===== src/hw/rtl/tccw_pkg.sv =====
// Shared types, constants and codes of the text console cell writer.
// Used by every module of the block; depends on nothing.

package tccw_pkg;

    // Screen geometry and tab spacing. TAB_STOP must be a power of two.
    localparam int MAX_COLUMNS = 80;
    localparam int MAX_ROWS    = 25;
    localparam int TAB_STOP    = 4;

    localparam int CELLS   = MAX_COLUMNS * MAX_ROWS;
    localparam int ADDR_W  = $clog2(CELLS);
    localparam int TOTAL_W = $clog2(CELLS + 1);

    // Field widths.
    localparam int KIND_W  = 2;
    localparam int CHAR_W  = 8;
    localparam int COORD_W = 8;
    localparam int COL_W   = 7;
    localparam int ROW_W   = 5;
    localparam int COLOR_W = 8;
    localparam int CELL_W  = 16;

    localparam int TAB_BITS   = $clog2(TAB_STOP);
    localparam int CNT_W      = $clog2(TAB_STOP + 1);
    localparam int PUT_LIN_W  = ROW_W + COL_W + 1;
    localparam int READ_LIN_W = COORD_W + COL_W + 1;

    // Configuration port.
    localparam int PADDR_W = 4;
    localparam int PDATA_W = 32;

    // Control characters.
    localparam logic [CHAR_W-1:0] CH_TAB   = 8'd9;
    localparam logic [CHAR_W-1:0] CH_LF    = 8'd10;
    localparam logic [CHAR_W-1:0] CH_CR    = 8'd13;
    localparam logic [CHAR_W-1:0] CH_SPACE = 8'd32;

    // Register reset values.
    localparam logic [COLOR_W-1:0] RESET_COLOR   = 8'd7;
    localparam logic [COL_W-1:0]   RESET_COLUMNS = 7'd80;
    localparam logic [ROW_W-1:0]   RESET_ROWS    = 5'd25;
    localparam logic [CELL_W-1:0]  RESET_CELL    = {RESET_COLOR, 8'h00};

    typedef enum logic [KIND_W-1:0] {
        KIND_PUT   = 2'd0,
        KIND_CLEAR = 2'd1,
        KIND_READ  = 2'd2,
        KIND_NONE  = 2'd3
    } t_kind;

    typedef enum logic [1:0] {
        REG_TEXT_COLOR     = 2'd0,
        REG_SCREEN_COLUMNS = 2'd1,
        REG_SCREEN_ROWS    = 2'd2,
        REG_ECHO_ENABLE    = 2'd3
    } t_reg_idx;

    typedef enum logic [3:0] {
        S_INIT,
        S_IDLE,
        S_DECODE,
        S_PUT,
        S_SCROLL,
        S_BLANK,
        S_CLEAR,
        S_READ,
        S_EMIT
    } t_state;

    typedef struct packed {
        logic [KIND_W-1:0]  kind;
        logic [CHAR_W-1:0]  char_code;
        logic [COORD_W-1:0] read_column;
        logic [COORD_W-1:0] read_row;
    } t_in_item;

    typedef struct packed {
        logic [COL_W-1:0]  cursor_column;
        logic [ROW_W-1:0]  cursor_row;
        logic [CELL_W-1:0] cell_value;
        logic              echo_valid;
        logic [CHAR_W-1:0] echo_char;
        logic              last_of_run;
    } t_out_item;

    // Effective screen settings after clamping.
    typedef struct packed {
        logic [COLOR_W-1:0] color;
        logic [COL_W-1:0]   cols;
        logic [ROW_W-1:0]   rows;
        logic [TOTAL_W-1:0] total;
        logic               echo;
    } t_cfg;

    typedef struct packed {
        logic              we;
        logic [ADDR_W-1:0] waddr;
        logic [CELL_W-1:0] wdata;
        logic              re;
        logic [ADDR_W-1:0] raddr;
    } t_mem_req;

endpackage


===== src/hw/rtl/tccw_cfg_regs.sv =====
// Configuration registers behind the APB-style port, with clamped screen settings.
// Depends on tccw_pkg for widths, reset values and register indexes.

module tccw_cfg_regs (
    input  logic                              i_clk,
    input  logic                              i_rst_n,
    input  logic                              psel,
    input  logic                              penable,
    input  logic                              pwrite,
    input  logic [tccw_pkg::PADDR_W-1:0]      paddr,
    input  logic [tccw_pkg::PDATA_W-1:0]      pwdata,
    output logic [tccw_pkg::PDATA_W-1:0]      prdata,
    output tccw_pkg::t_cfg                    o_cfg
);

    localparam int CW = tccw_pkg::COL_W;
    localparam int RW = tccw_pkg::ROW_W;
    localparam int TW = tccw_pkg::TOTAL_W;
    localparam int DW = tccw_pkg::PDATA_W;

    logic [tccw_pkg::COLOR_W-1:0] r_color;
    logic [CW-1:0]                r_cols;
    logic [RW-1:0]                r_rows;
    logic                         r_echo;

    tccw_pkg::t_reg_idx idx;
    logic               wr_en;
    logic [CW-1:0]      cols_eff;
    logic [RW-1:0]      rows_eff;

    assign idx   = tccw_pkg::t_reg_idx'(paddr[tccw_pkg::PADDR_W-1:2]);
    assign wr_en = psel && penable && pwrite;

    always_ff @(posedge i_clk) begin
        if (!i_rst_n) begin
            r_color <= tccw_pkg::RESET_COLOR;
            r_cols  <= tccw_pkg::RESET_COLUMNS;
            r_rows  <= tccw_pkg::RESET_ROWS;
            r_echo  <= 1'b0;
        end else if (wr_en) begin
            case (idx)
                tccw_pkg::REG_TEXT_COLOR:     r_color <= pwdata[tccw_pkg::COLOR_W-1:0];
                tccw_pkg::REG_SCREEN_COLUMNS: r_cols  <= pwdata[CW-1:0];
                tccw_pkg::REG_SCREEN_ROWS:    r_rows  <= pwdata[RW-1:0];
                tccw_pkg::REG_ECHO_ENABLE:    r_echo  <= pwdata[0];
                default: ;
            endcase
        end
    end

    always_comb begin
        case (idx)
            tccw_pkg::REG_TEXT_COLOR:     prdata = DW'(r_color);
            tccw_pkg::REG_SCREEN_COLUMNS: prdata = DW'(r_cols);
            tccw_pkg::REG_SCREEN_ROWS:    prdata = DW'(r_rows);
            tccw_pkg::REG_ECHO_ENABLE:    prdata = DW'(r_echo);
            default:                      prdata = '0;
        endcase
    end

    // Zero counts as one, anything above the maximum counts as the maximum.
    always_comb begin
        if (r_cols == '0) begin
            cols_eff = CW'(1);
        end else if (r_cols > CW'(tccw_pkg::MAX_COLUMNS)) begin
            cols_eff = CW'(tccw_pkg::MAX_COLUMNS);
        end else begin
            cols_eff = r_cols;
        end
        if (r_rows == '0) begin
            rows_eff = RW'(1);
        end else if (r_rows > RW'(tccw_pkg::MAX_ROWS)) begin
            rows_eff = RW'(tccw_pkg::MAX_ROWS);
        end else begin
            rows_eff = r_rows;
        end
    end

    assign o_cfg.color = r_color;
    assign o_cfg.cols  = cols_eff;
    assign o_cfg.rows  = rows_eff;
    assign o_cfg.total = TW'(rows_eff) * TW'(cols_eff);
    assign o_cfg.echo  = r_echo;

endmodule


===== config.mk =====
export PLATFORM = sky130hd
export DESIGN_NAME = tccw_cfg_regs
export DESIGN_NICKNAME = d
export VERILOG_FILES = /design/src/hw/rtl/tccw_pkg.sv /design/src/hw/rtl/tccw_cfg_regs.sv
export SDC_FILE = /design/constraint.sdc
export NUM_CORES = 1
export LEC_CHECK = 0
export CAP_MARGIN = 25
export CORE_MARGIN = 5
export CORE_UTILIZATION = 50
export CTS_BUF_LIST = sky130_fd_sc_hd__clkbuf_8
export DETAILED_ROUTE_END_ITERATION = 6
export DONT_BUFFER_PORTS = 1
export GPL_TIMING_DRIVEN = 0
export HOLD_SLACK_MARGIN = 0.12
export PLACE_DENSITY = 0.68
export SETUP_SLACK_MARGIN = 0.4
export SKIP_LAST_GASP = 1
export SLEW_MARGIN = 25
export SYNTH_ARGS = -nofsm -noshare
export SYNTH_HDL_FRONTEND = slang
export SYNTH_SLANG_ARGS = --single-unit

===== constraint.sdc =====
create_clock -name i_clk -period 4.5 [get_ports i_clk]
set_input_delay 0.9 -clock i_clk [delete_from_list [all_inputs] [get_ports i_clk]]
set_output_delay 0.9 -clock i_clk [all_outputs]
set_load 0.005 [all_outputs]

**Yosys cells after proc, flatten, opt, wreduce, memory -nomap -nowiden**

Index checks and enable logic that the tools add are counted.

- Multipliers: 1
- Magnitude comparators: 2
- Equality and inequality tests: 3
- Mux-type cells: 5
- Reductions and logical operators: 9

Operators with widths:

| kind | number |
|---|---|
| 32-bit case mux with 4 select lines | 1 |
| 7-bit 2-to-1 mux | 2 |
| 5-bit by 7-bit multiplier with 11-bit output | 1 |
| 5-bit 2-to-1 mux | 2 |
| 2-bit AND reduction | 4 |
| 7-bit greater-than comparator, second input constant | 1 |
| 7-bit logical NOT | 1 |
| 5-bit greater-than comparator, second input constant | 1 |
| 5-bit logical NOT | 1 |
| 2-bit equality test, second input constant | 2 |
| 2-bit by 1-bit equality test with 1-bit output, second input constant | 1 |
| 1-bit logical AND | 2 |
| 2-bit logical NOT | 1 |

- Register bits after elaboration: 21
- Input port bits: 41
- Output and inout bits: 64

**Depth between registers and ports, before layout**

- Depth after elaboration: 4
- Depth in mapped cells: 15
- Gate-level depth less buffers: 15

**Worst setup path before layout**

No wires, ideal clock.

- Path kind: register to output
- From: reg r_cols[0]
- To: out o_cfg[10] (netlist name)
- Arrival time: 3.996 ns
- Required time: 3.600 ns
- Slack: -0.396 ns
- Cell stages (with the launch flop): 15
- Path buffers: 0
- Cells stage by stage: dfxtp_1 or4_1 a21o_1 nand2_2 and3_1 fa_1 fa_1 inv_1 fa_1 inv_1 ha_1 o21ai_0 nor3_1 mux2i_1 or3_1

RTL lines:

| element | RTL line | RTL |
|---|---|---|
| from (decl) | tccw_cfg_regs.sv:22 | `logic [CW-1:0] r_cols;` |
| from (signal assigned) | tccw_cfg_regs.sv:37 | `r_cols <= tccw_pkg::RESET_COLUMNS;` |
| from (signal assigned) | tccw_cfg_regs.sv:43 | `tccw_pkg::REG_SCREEN_COLUMNS: r_cols <= pwdata[CW-1:0];` |
| to (decl) | tccw_cfg_regs.sv:13 | `output tccw_pkg::t_cfg o_cfg` |

==> qor.csv <==
stage,metric,value,unit
global_route,globalRouteTotalUtil,18.1,%
routing,vias,1907,
floorplan,io-pin-count,105,
sta,setup_ws,-0.548,ns
routing,viasPerCell,5.04,
synthesis,synth_warnings,0,
job,max_cap_viol_count,0,
cts,cts_buffers,3,
global_route,number_of_antenna_violations_at_the_first_check_in_global_routing,0,
cts,root_buffer,clkbuf_8,
sta,finalCritPeriodShare,112,%
routing,antenna_left,0,
synthesis,mappedNetlistArea,0.00230,mm2
global_route,gr-total-overflow,0,
synthesis,syn_inst_count,289,
routing,finalWirelength,5.29,mm
sta,skew,0,ns
sta,tightestPinTransition,0.596,ns
final_layout,number_of_filler_cells_placed_in_the_layout,391,
sta,final.setup.tns,-2.67,ns
synthesis,synth_area_per_cell,7.97,um2
sta,achievable-frequency,198,MHz
status,violated_checks,negative setup slack,
routing,drt-met1-wl,2.40,mm
sta,final-max-slew-violation-count,0,
global_route,grt_max_degree,12,
final_layout,areaGrowthSynthToFinish,20.7,%
floorplan,placementRows,24,
synthesis,synth_largest_type_area_fraction,18.3,%
pwr,proportion_of_power_drawn_by_flip_flops_and_latches,48.6,%
floorplan,dieHeight,77.9,um
routing,drt-initial-drc-count,109,
final_layout,insertedDiodeCount,0,
sta,final_hold_viol_count,0,
routing,met2RoutedLength,2.55,mm
pwr,combPwrFrac,21.2,%
setup_path,timing.critical_path.max_delay_family,adder cells,
pwr,power.clock.fraction,30.2,%
setup_path,cp.buffers_inverters,2,
sta,rsz0062_at_grt,true,
pwr,net-switching-power,0.102,mW
synthesis,synth_cell_type_count,37,
synthesis,yosys-top-cells-area,"dfxtp_1 (18%), fa_1 (12%), ha_1 (10%), mux2i_1 (8.7%), buf_4 (8.2%)",
cts,clkSlewWorstSetupHoldPaths,0.07,ns
setup_path,cp_cell_sequence,"or4_4, a21o_1, nand2_2, and3_4, fa_1, fa_1, inv_1, fa_1, inv_2, ha_4, nand2_2, nor3_2, mux2i_1, or3_1",
pwr,static-leakage-power,1.36,nW
pwr,total_power,0.392,mW
routing,route.detailed.wl_per_inst,14.0,um
synthesis,netlist.top_cell.by_area,dfxtp_1,
synthesis,synth_seq_cells,21,
hold_path,hold_class,flop to flop,
synthesis,yosysSeqAreaShare,18.3,%
sta,final_setup_viols,7,
final_layout,multiInputGateArea,0.00178,mm2
cts,htree_num_levels,1,
setup_path,crit_path_frequent_cell,fa_1,
pwr,p_sw_share,26.0,%
pwr,p_int,0.290,mW
pwr,power_per_cell_area,141,mW/mm2
cts,clock_tree.buffer_depth,2,
place,detailed_place_hpwl,4.09,mm
cts,hold_buffers,0,
setup_path,critical_path_data_required_time,3.60,ns
cts,cts.sink_count,21,
setup_path,timing.critical_path.slowest_stage_cell,or4_4,
setup_path,worstSetupEndpointType,output port,
place,routabilityCongestion,0.806,
routing,met3_wirelength,318,um
setup_path,worst-setup-path-type,flop to output port,
sta,max-slew-margin-rel,60.0,%
floorplan,die-area,0.00606,mm2
global_route,vias_in_the_first_global_route,1959,
final_layout,seqCellArea,429,um2
pwr,power.ir.vdd_worst,0.263,mV
setup_path,worst-endpoint-arrival,4.15,ns
place,port-buffer-count,0,
floorplan,die_width,77.9,um
setup_path,critical-path-max-stage-delay,0.55,ns
routing,routed.top_layer,met4,
routing,first_pass_iters,4,
sta,timing.final.crit_period,5.05,ns
cts,clock_tree_from_tritoncts,yes,
setup_path,worstPathMaxFanout,6,
floorplan,core_region_area,0.00441,mm2
final_layout,layout-drive-gt1-share,23.9,%
floorplan,initial_core_util,52.2,%
cts,clock_insertion_delay_worst_skew,0.25,ns
status,run_status,"finished, violations left",
final_layout,final_net_count,401,
routing,drc,0,
setup_path,start_kind,flop,
global_route,grt_first_pass_wirelength,9.23,mm
worst reg2reg max path, cell delays in order (launching register included):
cell and delay (ns):
dfxtp_1 0.42, buf_2 0.26, mux2i_1 0.10, nand2_1 0.07
per-layer routing:
| layer | up-vias | GRT usage [%] |
|---|---|---|
| met5 | - | 0 |
| met4 | 0 | 2.41 |
| met3 | 2 | 2.89 |
| met2 | 61 | 31.9 |
| met1 | 893 | 23.9 |
| li1 | 951 | - |
per-stage QoR:
| stage | worst slack (ns) | instances | instance area (um2) | hold WS [ns] | utilization, % |
|---|---|---|---|---|---|
| 5_1_grt | -0.715 | 378 | 2780 | 0.533 | 63.0 |
| 6_report | -0.548 | 378 | 2780 | 0.504 | 63.0 |
| 3_3_place_gp | -0.356 | 364 | 2540 | 0.488 | 57.6 |
| 4_1_cts | -0.524 | 376 | 2740 | 0.506 | 62.2 |
| 3_5_place_dp | -0.353 | 364 | 2540 | 0.496 | 57.6 |
| 2_1_floorplan | -0.120 | 312 | 2480 | 0.457 | - |
cells in the mapped netlist:
cell type,instances
nand3_1,8
and3_1,6
xor2_1,1
buf_4,25
ha_1,19
and2_1,3
a21boi_0,5
mux2_2,1
or4_1,1
nor2b_1,11
inv_1,31
o21bai_1,1
buf_6,2
nand2b_1,3
a211oi_1,1
mux4_1,1
conb_1,1
a21oi_2,1
nor2_1,20
or3_1,2
fa_1,14
nand4b_1,1
nand2_2,1
mux2i_1,20
o21ai_0,7
a21oi_1,8
nor4_1,1
nor3_1,3
a31oi_1,1
nor3b_1,2
dfxtp_1,21
xnor2_1,8
nor4_2,1
clkbuf_1,6
buf_2,5
a21o_1,2
nand2_1,45
power groups by stage:
stage / clock network (mW) / logic (mW) / registers, mW
2_1_floorplan: 0 / 0.0646 / 0.195
3_3_place_gp: 0 / 0.0731 / 0.196
3_5_place_dp: 0 / 0.0734 / 0.196
4_1_cts: 0.120 / 0.0794 / 0.190
5_1_grt: 0.128 / 0.0927 / 0.191
6_report: 0.118 / 0.0830 / 0.191
area by class of cell:
class | instances | share of cell area, %
clock buffers | 3 | 1.49
flip-flops and latches | 21 | 15.4
multi-input cells | 222 | 64.0
well taps | 52 | 2.34
inverters | 31 | 4.19
plain buffers | 38 | 9.28
repair buffers | 10 | 3.15
clock inverters | 1 | 0.135
path summary, 6_finish.rpt:
path / slack [ns] / cells past startpoint / from / to
setup / recovery: -0.55 / 14 / r_cols[3] / o_cfg[10]
hold / removal: 0.50 / 2 / r_color[3] / r_color[3]
setup reg to reg: 3.59 / 3 / r_cols[6] / r_cols[6]
hold reg to reg: 0.50 / 2 / r_color[3] / r_color[3]
registers in the layout, summed over array words and instances (netlist names):
register / cells
r_color: 8
r_cols: 7
r_echo: 1
r_rows: 5
layout by cell type, fill, tap and decap left out, types with 5 or more instances in the layout:
cell and count:
xnor2_1 6, nand3_1 8, o21ai_0 5, a21oi_1 5, nand2_1 44, clkbuf_1 6
dfxtp_1 18, nor2b_1 11, inv_1 29, mux2i_1 20, a21boi_0 5, fa_1 14
buf_2 5, buf_4 30, ha_1 14, ha_4 5, buf_6 6, nor2_1 19
conb_1 24
logic make-up (layout without fill, tap and decap cells):
logic type	count (synthesis)	after routing	synth area share, %
AND/OR/NAND/NOR	108	108	22.2
AO/OA/AOI/OAI	26	26	6.85
buffers and inverters	69	83	16.2
flip-flops	21	21	18.3
adder cells (fa/ha/maj)	33	33	22.5
XOR/XNOR	9	9	3.42
other	1	24	0.163
multiplexers	22	22	10.3
what timing repair did:
item | CTS | global route
buffers inserted | 8 | 1
setup endpoints to repair | 8 | 8
endpoints found under the hold margin | 0 | 0
pin swaps | 18 | 6
gates resized for setup | 19 | 5
Power figures use the tool's default switching activity.
