===== src/hw/rtl/tccw_pkg.sv =====
// Shared types, constants and codes of the text console cell writer.
// Used by every module of the block; depends on nothing.

package tccw_pkg;

    // Screen geometry and tab spacing. TAB_STOP must be a power of two.
    localparam int MAX_COLUMNS = 80;
    localparam int MAX_ROWS    = 25;
    localparam int TAB_STOP    = 4;

    localparam int CELLS   = MAX_COLUMNS * MAX_ROWS;
    localparam int ADDR_W  = $clog2(CELLS);
    localparam int TOTAL_W = $clog2(CELLS + 1);

    // Field widths.
    localparam int KIND_W  = 2;
    localparam int CHAR_W  = 8;
    localparam int COORD_W = 8;
    localparam int COL_W   = 7;
    localparam int ROW_W   = 5;
    localparam int COLOR_W = 8;
    localparam int CELL_W  = 16;

    localparam int TAB_BITS   = $clog2(TAB_STOP);
    localparam int CNT_W      = $clog2(TAB_STOP + 1);
    localparam int PUT_LIN_W  = ROW_W + COL_W + 1;
    localparam int READ_LIN_W = COORD_W + COL_W + 1;

    // Configuration port.
    localparam int PADDR_W = 4;
    localparam int PDATA_W = 32;

    // Control characters.
    localparam logic [CHAR_W-1:0] CH_TAB   = 8'd9;
    localparam logic [CHAR_W-1:0] CH_LF    = 8'd10;
    localparam logic [CHAR_W-1:0] CH_CR    = 8'd13;
    localparam logic [CHAR_W-1:0] CH_SPACE = 8'd32;

    // Register reset values.
    localparam logic [COLOR_W-1:0] RESET_COLOR   = 8'd7;
    localparam logic [COL_W-1:0]   RESET_COLUMNS = 7'd80;
    localparam logic [ROW_W-1:0]   RESET_ROWS    = 5'd25;
    localparam logic [CELL_W-1:0]  RESET_CELL    = {RESET_COLOR, 8'h00};

    typedef enum logic [KIND_W-1:0] {
        KIND_PUT   = 2'd0,
        KIND_CLEAR = 2'd1,
        KIND_READ  = 2'd2,
        KIND_NONE  = 2'd3
    } t_kind;

    typedef enum logic [1:0] {
        REG_TEXT_COLOR     = 2'd0,
        REG_SCREEN_COLUMNS = 2'd1,
        REG_SCREEN_ROWS    = 2'd2,
        REG_ECHO_ENABLE    = 2'd3
    } t_reg_idx;

    typedef enum logic [3:0] {
        S_INIT,
        S_IDLE,
        S_DECODE,
        S_PUT,
        S_SCROLL,
        S_BLANK,
        S_CLEAR,
        S_READ,
        S_EMIT
    } t_state;

    typedef struct packed {
        logic [KIND_W-1:0]  kind;
        logic [CHAR_W-1:0]  char_code;
        logic [COORD_W-1:0] read_column;
        logic [COORD_W-1:0] read_row;
    } t_in_item;

    typedef struct packed {
        logic [COL_W-1:0]  cursor_column;
        logic [ROW_W-1:0]  cursor_row;
        logic [CELL_W-1:0] cell_value;
        logic              echo_valid;
        logic [CHAR_W-1:0] echo_char;
        logic              last_of_run;
    } t_out_item;

    // Effective screen settings after clamping.
    typedef struct packed {
        logic [COLOR_W-1:0] color;
        logic [COL_W-1:0]   cols;
        logic [ROW_W-1:0]   rows;
        logic [TOTAL_W-1:0] total;
        logic               echo;
    } t_cfg;

    typedef struct packed {
        logic              we;
        logic [ADDR_W-1:0] waddr;
        logic [CELL_W-1:0] wdata;
        logic              re;
        logic [ADDR_W-1:0] raddr;
    } t_mem_req;

endpackage


===== src/hw/rtl/tccw_seq.sv =====
// Sequencer: cursor state and the read-modify-write passes over the screen memory.
// Depends on tccw_pkg; drives tccw_screen_ram through a t_mem_req struct.

module tccw_seq (
    input  logic                              i_clk,
    input  logic                              i_rst_n,
    input  tccw_pkg::t_cfg                    i_cfg,
    input  logic                              i_accept,
    input  tccw_pkg::t_in_item                i_item,
    output logic                              o_busy,
    input  logic                              i_emit_ok,
    output logic                              o_res_valid,
    output tccw_pkg::t_out_item               o_res,
    output tccw_pkg::t_mem_req                o_mem_req,
    input  logic [tccw_pkg::CELL_W-1:0]       i_rdata
);

    localparam int AW  = tccw_pkg::ADDR_W;
    localparam int TW  = tccw_pkg::TOTAL_W;
    localparam int CW  = tccw_pkg::COL_W;
    localparam int RW  = tccw_pkg::ROW_W;
    localparam int NW  = tccw_pkg::CNT_W;
    localparam int PLW = tccw_pkg::PUT_LIN_W;
    localparam int RLW = tccw_pkg::READ_LIN_W;

    tccw_pkg::t_state            r_state, n_state;
    tccw_pkg::t_in_item          r_item, n_item;
    logic [CW-1:0]               r_col, n_col;
    logic [RW-1:0]               r_line, n_line;
    logic [NW-1:0]               r_count, n_count;
    logic [tccw_pkg::CHAR_W-1:0] r_echo, n_echo;
    logic [AW-1:0]               r_addr, n_addr;
    logic [TW-1:0]               r_rd, n_rd;
    logic                        r_wb_valid, n_wb_valid;
    logic [AW-1:0]               r_wb_addr, n_wb_addr;
    logic [tccw_pkg::CELL_W-1:0] r_cell, n_cell;
    logic                        r_rd_ok, n_rd_ok;

    tccw_pkg::t_kind             item_kind;
    logic                        item_is_put;
    logic                        put_is_lf, put_is_cr, put_stores, put_inside;
    logic [PLW-1:0]              put_lin;
    logic [RLW-1:0]              read_lin;
    logic                        read_inside;
    logic [CW:0]                 mv_col;
    logic [RW:0]                 mv_line;
    logic                        mv_scroll;
    logic [tccw_pkg::CELL_W-1:0] blank_cell;

    assign item_kind   = tccw_pkg::t_kind'(r_item.kind);
    assign item_is_put = (item_kind == tccw_pkg::KIND_PUT);
    assign blank_cell  = {i_cfg.color, 8'h00};

    assign put_is_lf  = (r_echo == tccw_pkg::CH_LF);
    assign put_is_cr  = (r_echo == tccw_pkg::CH_CR);
    assign put_stores = !put_is_lf && !put_is_cr;
    assign put_inside = (r_col < i_cfg.cols) && (r_line < i_cfg.rows);
    assign put_lin    = PLW'(r_line) * PLW'(i_cfg.cols) + PLW'(r_col);

    assign read_inside = (r_item.read_column < tccw_pkg::COORD_W'(i_cfg.cols)) &&
                         (r_item.read_row < tccw_pkg::COORD_W'(i_cfg.rows));
    assign read_lin    = RLW'(r_item.read_row) * RLW'(i_cfg.cols) + RLW'(r_item.read_column);

    // Cursor advance: wrap past the last column, clamp and scroll below the last row.
    always_comb begin
        if (put_is_lf) begin
            mv_col  = '0;
            mv_line = (RW+1)'(r_line) + (RW+1)'(1);
        end else if (put_is_cr) begin
            mv_col  = '0;
            mv_line = (RW+1)'(r_line);
        end else begin
            mv_col  = (CW+1)'(r_col) + (CW+1)'(1);
            mv_line = (RW+1)'(r_line);
        end
        if (mv_col >= (CW+1)'(i_cfg.cols)) begin
            mv_col  = '0;
            mv_line = mv_line + (RW+1)'(1);
        end
        mv_scroll = 1'b0;
        if (mv_line >= (RW+1)'(i_cfg.rows)) begin
            mv_line   = (RW+1)'(i_cfg.rows) - (RW+1)'(1);
            mv_scroll = 1'b1;
        end
    end

    always_comb begin
        o_res.cursor_column = r_col;
        o_res.cursor_row    = r_line;
        o_res.cell_value    = r_cell;
        o_res.echo_valid    = item_is_put && i_cfg.echo;
        o_res.echo_char     = item_is_put ? r_echo : '0;
        o_res.last_of_run   = item_is_put ? (r_count == NW'(1)) : 1'b1;
    end

    always_ff @(posedge i_clk) begin
        if (!i_rst_n) begin
            r_state    <= tccw_pkg::S_INIT;
            r_addr     <= '0;
            r_wb_valid <= 1'b0;
            r_count    <= '0;
            r_col      <= '0;
            r_line     <= '0;
        end else begin
            r_state    <= n_state;
            r_addr     <= n_addr;
            r_wb_valid <= n_wb_valid;
            r_count    <= n_count;
            r_col      <= n_col;
            r_line     <= n_line;
        end
    end

    always_ff @(posedge i_clk) begin
        r_item    <= n_item;
        r_echo    <= n_echo;
        r_rd      <= n_rd;
        r_wb_addr <= n_wb_addr;
        r_cell    <= n_cell;
        r_rd_ok   <= n_rd_ok;
    end

    always_comb begin
        n_state     = r_state;
        n_item      = r_item;
        n_col       = r_col;
        n_line      = r_line;
        n_count     = r_count;
        n_echo      = r_echo;
        n_addr      = r_addr;
        n_rd        = r_rd;
        n_wb_valid  = r_wb_valid;
        n_wb_addr   = r_wb_addr;
        n_cell      = r_cell;
        n_rd_ok     = r_rd_ok;
        o_mem_req   = '0;
        o_res_valid = 1'b0;

        case (r_state)
            tccw_pkg::S_INIT: begin
                // Fill the whole memory with the reset cell after reset.
                o_mem_req.we    = 1'b1;
                o_mem_req.waddr = r_addr;
                o_mem_req.wdata = tccw_pkg::RESET_CELL;
                if (r_addr == AW'(tccw_pkg::CELLS - 1)) begin
                    n_addr  = '0;
                    n_state = tccw_pkg::S_IDLE;
                end else begin
                    n_addr = r_addr + AW'(1);
                end
            end
            tccw_pkg::S_IDLE: begin
                if (i_accept) begin
                    n_item  = i_item;
                    n_state = tccw_pkg::S_DECODE;
                end
            end
            tccw_pkg::S_DECODE: begin
                n_cell = '0;
                case (item_kind)
                    tccw_pkg::KIND_PUT: begin
                        if (r_item.char_code == tccw_pkg::CH_TAB) begin
                            n_count = NW'(tccw_pkg::TAB_STOP) -
                                      NW'(r_col[tccw_pkg::TAB_BITS-1:0]);
                            n_echo  = tccw_pkg::CH_SPACE;
                        end else begin
                            n_count = NW'(1);
                            n_echo  = r_item.char_code;
                        end
                        n_state = tccw_pkg::S_PUT;
                    end
                    tccw_pkg::KIND_CLEAR: begin
                        n_addr  = '0;
                        n_state = tccw_pkg::S_CLEAR;
                    end
                    tccw_pkg::KIND_READ: begin
                        o_mem_req.re    = read_inside;
                        o_mem_req.raddr = read_lin[AW-1:0];
                        n_rd_ok         = read_inside;
                        n_state         = tccw_pkg::S_READ;
                    end
                    default: begin
                        n_state = tccw_pkg::S_EMIT;
                    end
                endcase
            end
            tccw_pkg::S_PUT: begin
                o_mem_req.we    = put_stores && put_inside;
                o_mem_req.waddr = put_lin[AW-1:0];
                o_mem_req.wdata = {i_cfg.color, r_echo};
                n_col           = mv_col[CW-1:0];
                n_line          = mv_line[RW-1:0];
                if (mv_scroll) begin
                    n_rd       = TW'(i_cfg.cols);
                    n_wb_valid = 1'b0;
                    n_state    = tccw_pkg::S_SCROLL;
                end else begin
                    n_state = tccw_pkg::S_EMIT;
                end
            end
            tccw_pkg::S_SCROLL: begin
                // Read cell a, write it in the next cycle to a minus one row.
                if (r_wb_valid) begin
                    o_mem_req.we    = 1'b1;
                    o_mem_req.waddr = r_wb_addr;
                    o_mem_req.wdata = i_rdata;
                end
                if (r_rd < i_cfg.total) begin
                    o_mem_req.re    = 1'b1;
                    o_mem_req.raddr = r_rd[AW-1:0];
                    n_wb_valid      = 1'b1;
                    n_wb_addr       = AW'(r_rd - TW'(i_cfg.cols));
                    n_rd            = r_rd + TW'(1);
                end else begin
                    n_wb_valid = 1'b0;
                    n_addr     = AW'(i_cfg.total - TW'(i_cfg.cols));
                    n_state    = tccw_pkg::S_BLANK;
                end
            end
            tccw_pkg::S_BLANK: begin
                o_mem_req.we    = 1'b1;
                o_mem_req.waddr = r_addr;
                o_mem_req.wdata = blank_cell;
                if (TW'(r_addr) + TW'(1) >= i_cfg.total) begin
                    n_state = tccw_pkg::S_EMIT;
                end else begin
                    n_addr = r_addr + AW'(1);
                end
            end
            tccw_pkg::S_CLEAR: begin
                o_mem_req.we    = 1'b1;
                o_mem_req.waddr = r_addr;
                o_mem_req.wdata = blank_cell;
                if (TW'(r_addr) + TW'(1) >= i_cfg.total) begin
                    n_col   = '0;
                    n_line  = '0;
                    n_state = tccw_pkg::S_EMIT;
                end else begin
                    n_addr = r_addr + AW'(1);
                end
            end
            tccw_pkg::S_READ: begin
                n_cell  = r_rd_ok ? i_rdata : '0;
                n_state = tccw_pkg::S_EMIT;
            end
            tccw_pkg::S_EMIT: begin
                if (i_emit_ok) begin
                    o_res_valid = 1'b1;
                    if (item_is_put && (r_count > NW'(1))) begin
                        n_count = r_count - NW'(1);
                        n_state = tccw_pkg::S_PUT;
                    end else begin
                        n_state = tccw_pkg::S_IDLE;
                    end
                end
            end
            default: begin
                n_state = tccw_pkg::S_IDLE;
            end
        endcase
    end

    assign o_busy = (r_state != tccw_pkg::S_IDLE);

    // Every put step has a nonzero count of characters or tab spaces left to write.
    a_put_count: assert property (@(posedge i_clk) disable iff (!i_rst_n)
        r_state == tccw_pkg::S_PUT |-> r_count != '0)
        else $error("put step with no spaces left");

    // The reset fill leaves only after the last cell.
    a_init_done: assert property (@(posedge i_clk) disable iff (!i_rst_n)
        (r_state != tccw_pkg::S_INIT) && ($past(r_state) == tccw_pkg::S_INIT)
        |-> $past(r_addr) == AW'(tccw_pkg::CELLS - 1))
        else $error("reset fill ended early");

    // Only a tab yields results that are not the last of their item.
    a_run_tab: assert property (@(posedge i_clk) disable iff (!i_rst_n)
        o_res_valid && !o_res.last_of_run
        |-> item_is_put && (r_item.char_code == tccw_pkg::CH_TAB))
        else $error("multi-result run from a non-tab item");

    // Clear homes the cursor.
    a_clear_home: assert property (@(posedge i_clk) disable iff (!i_rst_n)
        o_res_valid && (item_kind == tccw_pkg::KIND_CLEAR)
        |-> (o_res.cursor_column == '0) && (o_res.cursor_row == '0))
        else $error("clear result with cursor away from home");

endmodule


===== config.mk =====
export PLATFORM = sky130hd
export DESIGN_NAME = tccw_seq
export DESIGN_NICKNAME = d
export VERILOG_FILES = /design/src/hw/rtl/tccw_pkg.sv /design/src/hw/rtl/tccw_seq.sv
export SDC_FILE = /design/constraint.sdc
export NUM_CORES = 1
export LEC_CHECK = 0
export BUFFER_PORTS_ARGS = -buffer_cell sky130_fd_sc_hd__buf_2
export CAP_MARGIN = 20
export CELL_PAD_IN_SITES_DETAIL_PLACEMENT = 1
export CELL_PAD_IN_SITES_GLOBAL_PLACEMENT = 2
export CORE_ASPECT_RATIO = 0.5
export CORE_MARGIN = 3
export CORE_UTILIZATION = 36
export DETAILED_ROUTE_END_ITERATION = 10
export GPL_TIMING_DRIVEN = 0
export MAX_ROUTING_LAYER = met4
export PLACE_DENSITY_LB_ADDON = 0.1
export SYNTH_ARGS = -nofsm -noshare
export SYNTH_HDL_FRONTEND = slang
export SYNTH_SLANG_ARGS = --single-unit

===== constraint.sdc =====
create_clock -name i_clk -period 11.05 [get_ports i_clk]
set_input_delay 3.315 -clock i_clk [delete_from_list [all_inputs] [get_ports i_clk]]
set_output_delay 3.315 -clock i_clk [all_outputs]
set_load 0.01 [all_outputs]

=== Word level (Yosys, flattened, before mapping) ===
Index checks and enable logic that the tools add are counted.
Widths: inputs -> output; s select.

* Word-level logic and storage cells: 139
* Bits in latches: 0
* Memories: 0
* Output and inout port bits: 80
* RAM bits: 0
* Register bits after elaboration: 104
* Input bits: 78
* ROM bits: 0

* Shifts and indexed selects: 0
* Muxes and demuxes: 47
* Bitwise logic cells: 0
* Multiply operators: 2
* Divide/modulo/power cells: 0
* Eq/ne operators: 28
* Add/subtract/negate cells: 12
* Reductions and logical operators: 26
* $lt $le $gt $ge: 9

{| class="wikitable"
|+ Operators with widths
! operator !! count
|-
| $pmux 28 s4 || 1
|-
| $mux 11 || 6
|-
| $pmux 11 s4 || 1
|-
| $pmux 16 s2 || 1
|-
| $pmux 4 s8 || 1
|-
| $mux 28 || 1
|-
| $eq 8x4->1 const B || 3
|-
| $mux 12 || 2
|-
| $mux 4 || 6
|-
| $mux 8 || 3
|-
| $pmux 12 s2 || 1
|-
| $add 11x1->11 const B || 2
|-
| $ne 2x2->1 const B || 11
|-
| $pmux 11 s2 || 1
|-
| $sub 11x7->11 || 2
|-
| $eq 4x3->1 const B || 4
|-
| $mux 16 || 1
|-
| $mux 7 || 2
|-
| $pmux 7 s2 || 1
|-
| $mux 3 || 4
|-
| $mux 6 || 2
|-
| $pmux 4 s3 || 1
|-
| $reduce_and 2->1 || 6
|-
| $add 11x7->11 || 1
|-
| 43 further kinds || 60
|}

=== Depth between registers and ports, before layout ===
Gate-level depths: netlist (run 1).

* Depth in word-level cells: 9
* Mapped depth: 18
* Mapped depth without buffers: 17

=== Worst setup path after synthesis (run 1) ===
No wires, ideal clock.

* Path type: input -> output
* Start: input i_cfg[23] (netlist bit)
* End: output o_mem_req[10] (netlist bit)
* Stages on the path: 16
* Data required time: 7735 ps
* Path slack: 636 ps
* Data arrival time: 7099 ps
* Buffers on the path: 1
* Path through: clkbuf_1 -> and2_1 -> fa_1 -> inv_1 -> fa_1 -> inv_1 -> fa_1 -> inv_1 -> fa_1 -> inv_1 -> ha_1 -> nand2_1 -> o21ai_0 -> o41ai_1 -> xnor2_1 -> o21ai_0

{| class="wikitable"
|+ RTL lines
! what !! line !! source
|-
| start, declared || tccw_seq.sv:7 || <nowiki>input tccw_pkg::t_cfg i_cfg,</nowiki>
|-
| end, declared || tccw_seq.sv:14 || <nowiki>output tccw_pkg::t_mem_req o_mem_req,</nowiki>
|}

==> metrics.cfg, run 1 <==
[cells_and_area]
n_fill_cell=3323
area_growth_pct=15.8
nets=1550
fin_area_mm2=0.0119
n_antenna_cell=0
drive_gt1_frac=0.152

[synth]
ys_seq_area_frac=0.274
syn_avg_cell_area_um2=9.07
ys_seq_elements=104
yosysTopAreaCell=edfxtp_1
postSynth.asyncResetShare=0
synth_simple_gate_area_share=0.182
syn-cell-area_mm2=0.0103
synth-adder-area-share=0.255
synth_edf_count=73
ys_warn_count=0
synth_compound_area_frac=0.149
ys.flop_type=edfxtp_1
yosysMostFrequentCell=inv_1
synth_cells=1132
synth_top_family_by_area=adder cells
synth_cell_types=73
yosysTopAreaCellShare=0.214
synth_mux_area_frac=0.0129
synthTopCellsByCount=inv_1, ha_1, nand2_1
syn_nets=1386
ys_top_cells_by_area=edfxtp_1, ha_1, fa_1
synth-xor-area-share=0.0606

[sta]
finalHoldViolCount=0
drv_slew=0
fmax_mhz=93.5
fin_setup_tns_ns=0
relSlewSlack=0.367
period_needed_ns=10.70
tightestPinTransition_ns=0.937
finalCritPeriodShare=0.968
rsz0062_at_grt=false
setup_viol=0
clock_skew_ns=0.0145
finalWorstSetupSlack_ns=0.355

[floorplan]
die_w_um=245
rows=43
ios=158
die_h_um=125
dieArea_mm2=0.0307
coreArea_mm2=0.0279
initial_core_util=0.368

[clock_network]
h-tree-depth=3
clk_latency_ns=0.38
cts_tree=done
cts.sinks=104
cts-root-buf=clkbuf_16
cts_setup_buffers=0
cts_buffer_depth=2
path_clk_slew_ns=0.08
cts_made_buffers=9
cts_resized=1
cts_hold_buf=0

[global_route]
grt_max_degree=21
antenna_found_initial=1
overflow=0
grt_pass1_vias=9184
grt_usage=0.232
grt_pass1_wl_um=53100

[pwr]
power_per_cell_area_mw_per_mm2=126
ir_worst_vdd_mv=0.179
p_total_uw=1500
leakagePower_uw=0.00570

[setup_path]
cp_max_fo=15
path_delay_family=adder cells
critPathLaunchType=input pin
path_buf_inv=5
critPathCaptureType=output port
cpMostUsedCell=fa_1
slowest_stage=fa_1
worstSetupPathType=in2out
required_ns=7.74
cpPeakStageDelay_ns=0.53
path_cells=buf_2, nand2_1, fa_1, fa_1, inv_1, fa_1, inv_1, fa_1, inv_1, ha_1, nor2b_1, o21a_1, o41a_1, xnor2_1, o21ai_0, buf_2
worstPathArrival_ns=7.38

[placed_design]
dp_hpwl_um=27900
place.gp.congestion=0.850
postPlaceCellArea_mm2=0.0116
numPortBuffers=157
pre_cts_ws_ns=-0.120

[route]
via_per_inst=5.28
ant_nets=0
wirelength_um=34100
drt_iter0_markers=431
first_pass_iters=4
drc=0
wire_per_inst_um=20.3
num_vias=8888

[worst_hold_path]
min-delay-path-class=reg2reg

[job]
maxCapViolCount=0

[outcome]
status=complete, no violations

[registers in the layout (all words and copies together), names as in the netlist]
register / cells
r_echo: 8
r_rd_ok: 1
r_wb_addr: 11
item_kind: 2
r_rd: 11
r_col: 7
r_item: 24
r_addr: 11
r_wb_valid: 1
r_count: 3
r_line: 5
r_state: 4
r_cell: 16
[logic make-up (layout without fill, tap and decap cells)]
kind of cell	Yosys count	count (layout)
flops	104	104
buf+inv	176	345
simple gates	372	372
mux	13	13
fa+ha+maj	176	176
xor+xnor	71	71
compound gates	220	220
[area by class of cell]
type	instances	area [µm²]	share of cell area
multi-input combinational	852	6780	0.570
sequential	104	2810	0.237
timing repair buffer	160	836	0.0703
inverter	128	480	0.0404
tap	382	478	0.0402
clock buffer	9	225	0.0189
buffer	41	184	0.0155
clock inverter	7	92.6	0.00779
[worst paths after layout]
kind | end | cells after the start | from | slack, ns
hold reg to reg | r_wb_valid | 2 | r_wb_valid | 0.53
setup reg to reg | r_rd[2] | 17 | r_echo[4] | 5.03
setup / recovery | o_mem_req[9] | 16 | i_cfg[20] | 0.35
hold / removal | r_wb_valid | 2 | r_wb_valid | 0.53
[power by group]
group	switching [µW]	internal, µW
registers	30.2	443
clock network	179	183
logic	381	283
[per-layer routing]
| metal | GRT usage | wire length [µm] |
|---|---|---|
| met5 | - | 0 |
| met4 | 0.0454 | 414 |
| met3 | 0.0336 | 1360 |
| met2 | 0.364 | 15400 |
| met1 | 0.322 | 16900 |
[through the flow]
step | cells | hold slack [ns] | util
3_3_place_gp | 1671 | 0.501 | 0.414
4_1_cts | 1687 | 0.526 | 0.427
3_5_place_dp | 1673 | 0.510 | 0.415
2_1_floorplan | 1132 | 0.462 | -
5_1_grt | 1683 | 0.545 | 0.426
6_report | 1683 | 0.527 | 0.426
[cells in the final DEF (no fill, tap or decap), types with 53 or more instances in the layout]
cell type  instances
inv_1            127
ha_1             121
nand2_1          108
o21ai_0           53
and2_1            69
nor2_1            71
edfxtp_1          73
fa_1              55
buf_2            160
[worst reg2reg max path, stage by stage, from the launching register on]
cell and delay (ns):
edfxtp_1 0.45, nor4_1 0.40, o211a_1 0.25, clkbuf_1 0.43, or2_2 0.21, ha_1 0.23, nor3b_1 0.20, o21ai_0 0.12
o211ai_1 0.14, nand3_1 0.38, xnor2_1 0.38, ha_1 0.28, nand2b_1 0.15, a21o_1 0.18, a211oi_1 0.23, o21ai_0 0.32
o21ai_0 0.81, nand2b_1 0.49
Power figures use the tool's default switching activity.
==> run 2, diff against run 1 <==
- ABC_AREA: not set -> 1
- CORE_UTILIZATION: 36 -> 34
==> run 2 against run 1 <==
Effect of this change: die area up 7.0%; critical path type unchanged; combinational power down 17%; global-route usage decreased by 0.72 points; largest cell class unchanged; clock power is 8.0% lower; sequential power rose by 2%; clock-buffer cell count is the same; clock skew fell by 0.0048 ns; via count rose by 6.5%.
==> metrics.cfg, run 2 <==
[clock_network]
cts_tree=done  ; unchanged
cts.sinks=104  ; unchanged
cts_buffer_depth=2  ; unchanged
clk_latency_ns=0.38  ; about the same
h-tree-depth=3  ; unchanged
path_clk_slew_ns=0.08  ; about the same
cts_made_buffers=9  ; unchanged
cts_hold_buf=0  ; unchanged
cts_setup_buffers=0  ; unchanged
cts-root-buf=clkbuf_16  ; unchanged

[global_route]
overflow=0  ; unchanged
grt_usage=0.225  ; was 0.232
grt_pass1_vias=9833  ; was 9,184
grt_pass1_wl_um=54600  ; was 53,100 µm
antenna_found_initial=0  ; was 1
grt_max_degree=27  ; was 21

[synth]
ys_top_cells_by_area=edfxtp_1, ha_1, fa_1  ; unchanged
yosysTopAreaCell=edfxtp_1  ; unchanged
ys.flop_type=edfxtp_1  ; unchanged
synth_edf_count=73  ; unchanged
synthTopCellsByCount=nand2_1, inv_1, ha_1  ; was inv_1, ha_1, nand2_1
ys_seq_elements=104  ; unchanged
ys_warn_count=0  ; unchanged
syn_nets=1614  ; was 1,386
yosysTopAreaCellShare=0.211  ; was 0.214
yosysMostFrequentCell=nand2_1  ; was inv_1
postSynth.asyncResetShare=0  ; unchanged
syn-cell-area_mm2=0.0104  ; was 0.0103 mm²
synth_cells=1360  ; was 1,132
ys_seq_area_frac=0.270  ; was 0.274
syn_avg_cell_area_um2=7.65  ; was 9.07 µm²
synth_cell_types=45  ; was 73

[sta]
clock_skew_ns=0.00969  ; was 0.0145 ns
finalCritPeriodShare=0.974  ; was 0.968
relSlewSlack=0.330  ; was 0.367
setup_viol=0  ; unchanged
drv_slew=0  ; unchanged
tightestPinTransition_ns=1.00  ; was 0.937 ns
hold_ws_ns=0.492  ; was 0.527 ns
rsz0062_at_grt=false  ; unchanged
period_needed_ns=10.76  ; was 10.70 ns
finalHoldViolCount=0  ; unchanged
fmax_mhz=92.9  ; was 93.5 MHz

[setup_path]
worstPathArrival_ns=7.44  ; was 7.38 ns
worstSetupPathType=in2out  ; unchanged
slowest_stage=fa_1  ; unchanged
cp_max_fo=14  ; was 15
required_ns=7.74  ; about the same
path_cells=buf_2, nand2_1, fa_1, fa_1, inv_1, fa_1, inv_1, fa_1, inv_1, ha_1, nand2_1, nand3_1, nand2_1, nand2_1, a21oi_1, nor2_1, nor2_1, nor2_1, nor2_1, a21oi_1, o21ai_0, o21ai_0, buf_2  ; was buf_2, nand2_1, fa_1, fa_1, inv_1, fa_1, inv_1, fa_1, inv_1, ha_1, nor2b_1, o21a_1, o41a_1, xnor2_1, o21ai_0, buf_2
rr_worst_depth=23  ; was 17
cpPeakStageDelay_ns=0.53  ; about the same
critPathCaptureType=output port  ; unchanged
critPathLaunchType=input pin  ; unchanged

[pwr]
p_total_uw=1360  ; was 1500 µW
p_sw_frac=0.407  ; was 0.394
clkPwrFrac=0.245  ; was 0.241
leakagePower_uw=0.00637  ; was 0.00570 µW
power_per_cell_area_mw_per_mm2=114  ; was 126 mW/mm²
p_sw_uw=555  ; was 590 µW
power_frac_seq=0.353  ; was 0.316
pwr-share-comb=0.402  ; was 0.443
ir_worst_vdd_mv=0.0972  ; was 0.179 mV
p_int_uw=808  ; was 909 µW

[route]
num_vias=9468  ; was 8,888
wire_per_inst_um=18.2  ; was 20.3 µm
drc=0  ; unchanged
first_pass_iters=5  ; was 4
drt_iter0_markers=535  ; was 431
wirelength_um=35000  ; was 34,100 µm
via_per_inst=4.94  ; was 5.28
ant_nets=0  ; unchanged

[cells_and_area]
drive_gt1_frac=0.152  ; about the same
largest_register=r_item  ; unchanged
nets=1776  ; was 1,550
layout_common_cells=nand2_1, inv_1, buf_2  ; was buf_2, inv_1, ha_1
reg_top3=r_item x24, r_cell x16  ; unchanged
layout_commonest_cell=nand2_1  ; was buf_2
largest_reg_flops=24  ; unchanged
area_growth_pct=15.0  ; was 15.8%
n_antenna_cell=0  ; unchanged

[placed_design]
place.gp.congestion=0.879  ; was 0.850
dp_hpwl_um=29500  ; was 27,900 µm
numPortBuffers=157  ; unchanged

[floorplan]
coreArea_mm2=0.0296  ; was 0.0279 mm²
die_h_um=130  ; was 125 µm
ios=158  ; unchanged
die_w_um=253  ; was 245 µm
dieArea_mm2=0.0329  ; was 0.0307 mm²
rows=44  ; was 43
initial_core_util=0.352  ; was 0.368

[outcome]
status=complete, no violations  ; unchanged

[job]
maxCapViolCount=0  ; unchanged

[worst_hold_path]
min_path_cells=2  ; unchanged
min-delay-path-class=reg2reg  ; unchanged

run 2: path summary, 6_finish.rpt:
path	from	endpoint	slack, ns
max	i_cfg[19]	o_mem_req[10]	0.29
min	r_wb_valid	r_wb_valid	0.49
max reg2reg	r_echo[4]	r_rd[3]	6.44
min reg2reg	r_wb_valid	r_wb_valid	0.49
run 2: cell families (layout without fill, tap and decap cells):
family	count (synthesis)	count (layout)	share of synthesized area
AND/OR/NAND/NOR	508	508	0.213
buffers and inverters	334	501	0.122
AO/OA/AOI/OAI	198	198	0.110
adder cells (fa/ha/maj)	176	176	0.251
flip-flops	104	104	0.270
XOR/XNOR	40	40	0.0337
run 2: final cells by class:
type | instances | area [µm²]
Tap cell | 391 | 489
Clock buffer | 9 | 225
Sequential cell | 104 | 2810
Clock inverter | 7 | 66.3
Timing Repair Buffer | 158 | 798
Buffer | 28 | 120
Fill cell | 3696 | 17600
Inverter | 299 | 1120
Multi-Input combinational cell | 922 | 6330
run 2: timing repair:
item | in CTS | in global routing
gates cloned | 0 | 0
hold endpoints to repair | 0 | 0
endpoints found under the setup margin | 2 | 3
resized for setup | 0 | 2
run 2: per-stage QoR:
stage,setup TNS (ns),worst slack [ns],area [µm²],utilization,instances
floorplan,0,0.702,10400,-,1360
global placement,-0.190,-0.190,11700,0.395,1908
detailed placement,-0.274,-0.227,11700,0.396,1909
CTS,0,0.136,12000,0.405,1920
global route,0,0.0117,12000,0.405,1918
finish,0,0.290,12000,0.405,1918
run 2: layer usage:
metal  routed length [µm]  vias to the layer above  global-route usage
li1                     -                     4663                   -
met3                 1310                       14              0.0337
met5                    0                        -                   -
met2                16100                      157               0.365
met1                17300                     4634               0.308
met4                  227                        0              0.0274
run 2: worst max-delay path, delay by kind of cell:
kind	cells	cell delay, ns
buffers and inverters	5	0.60
AO/OA/AOI/OAI	4	0.43
adder cells (fa/ha/maj)	5	2.29
AND/OR/NAND/NOR	9	0.81
run 2: power by group through the flow:
stage               combinational, µW  clock [µW]  sequential, µW
floorplan                         373           0             476
global placement                  544           0             489
detailed placement                559           0             489
CTS                               561         341             480
global route                      633         360             485
finish                            548         333             481
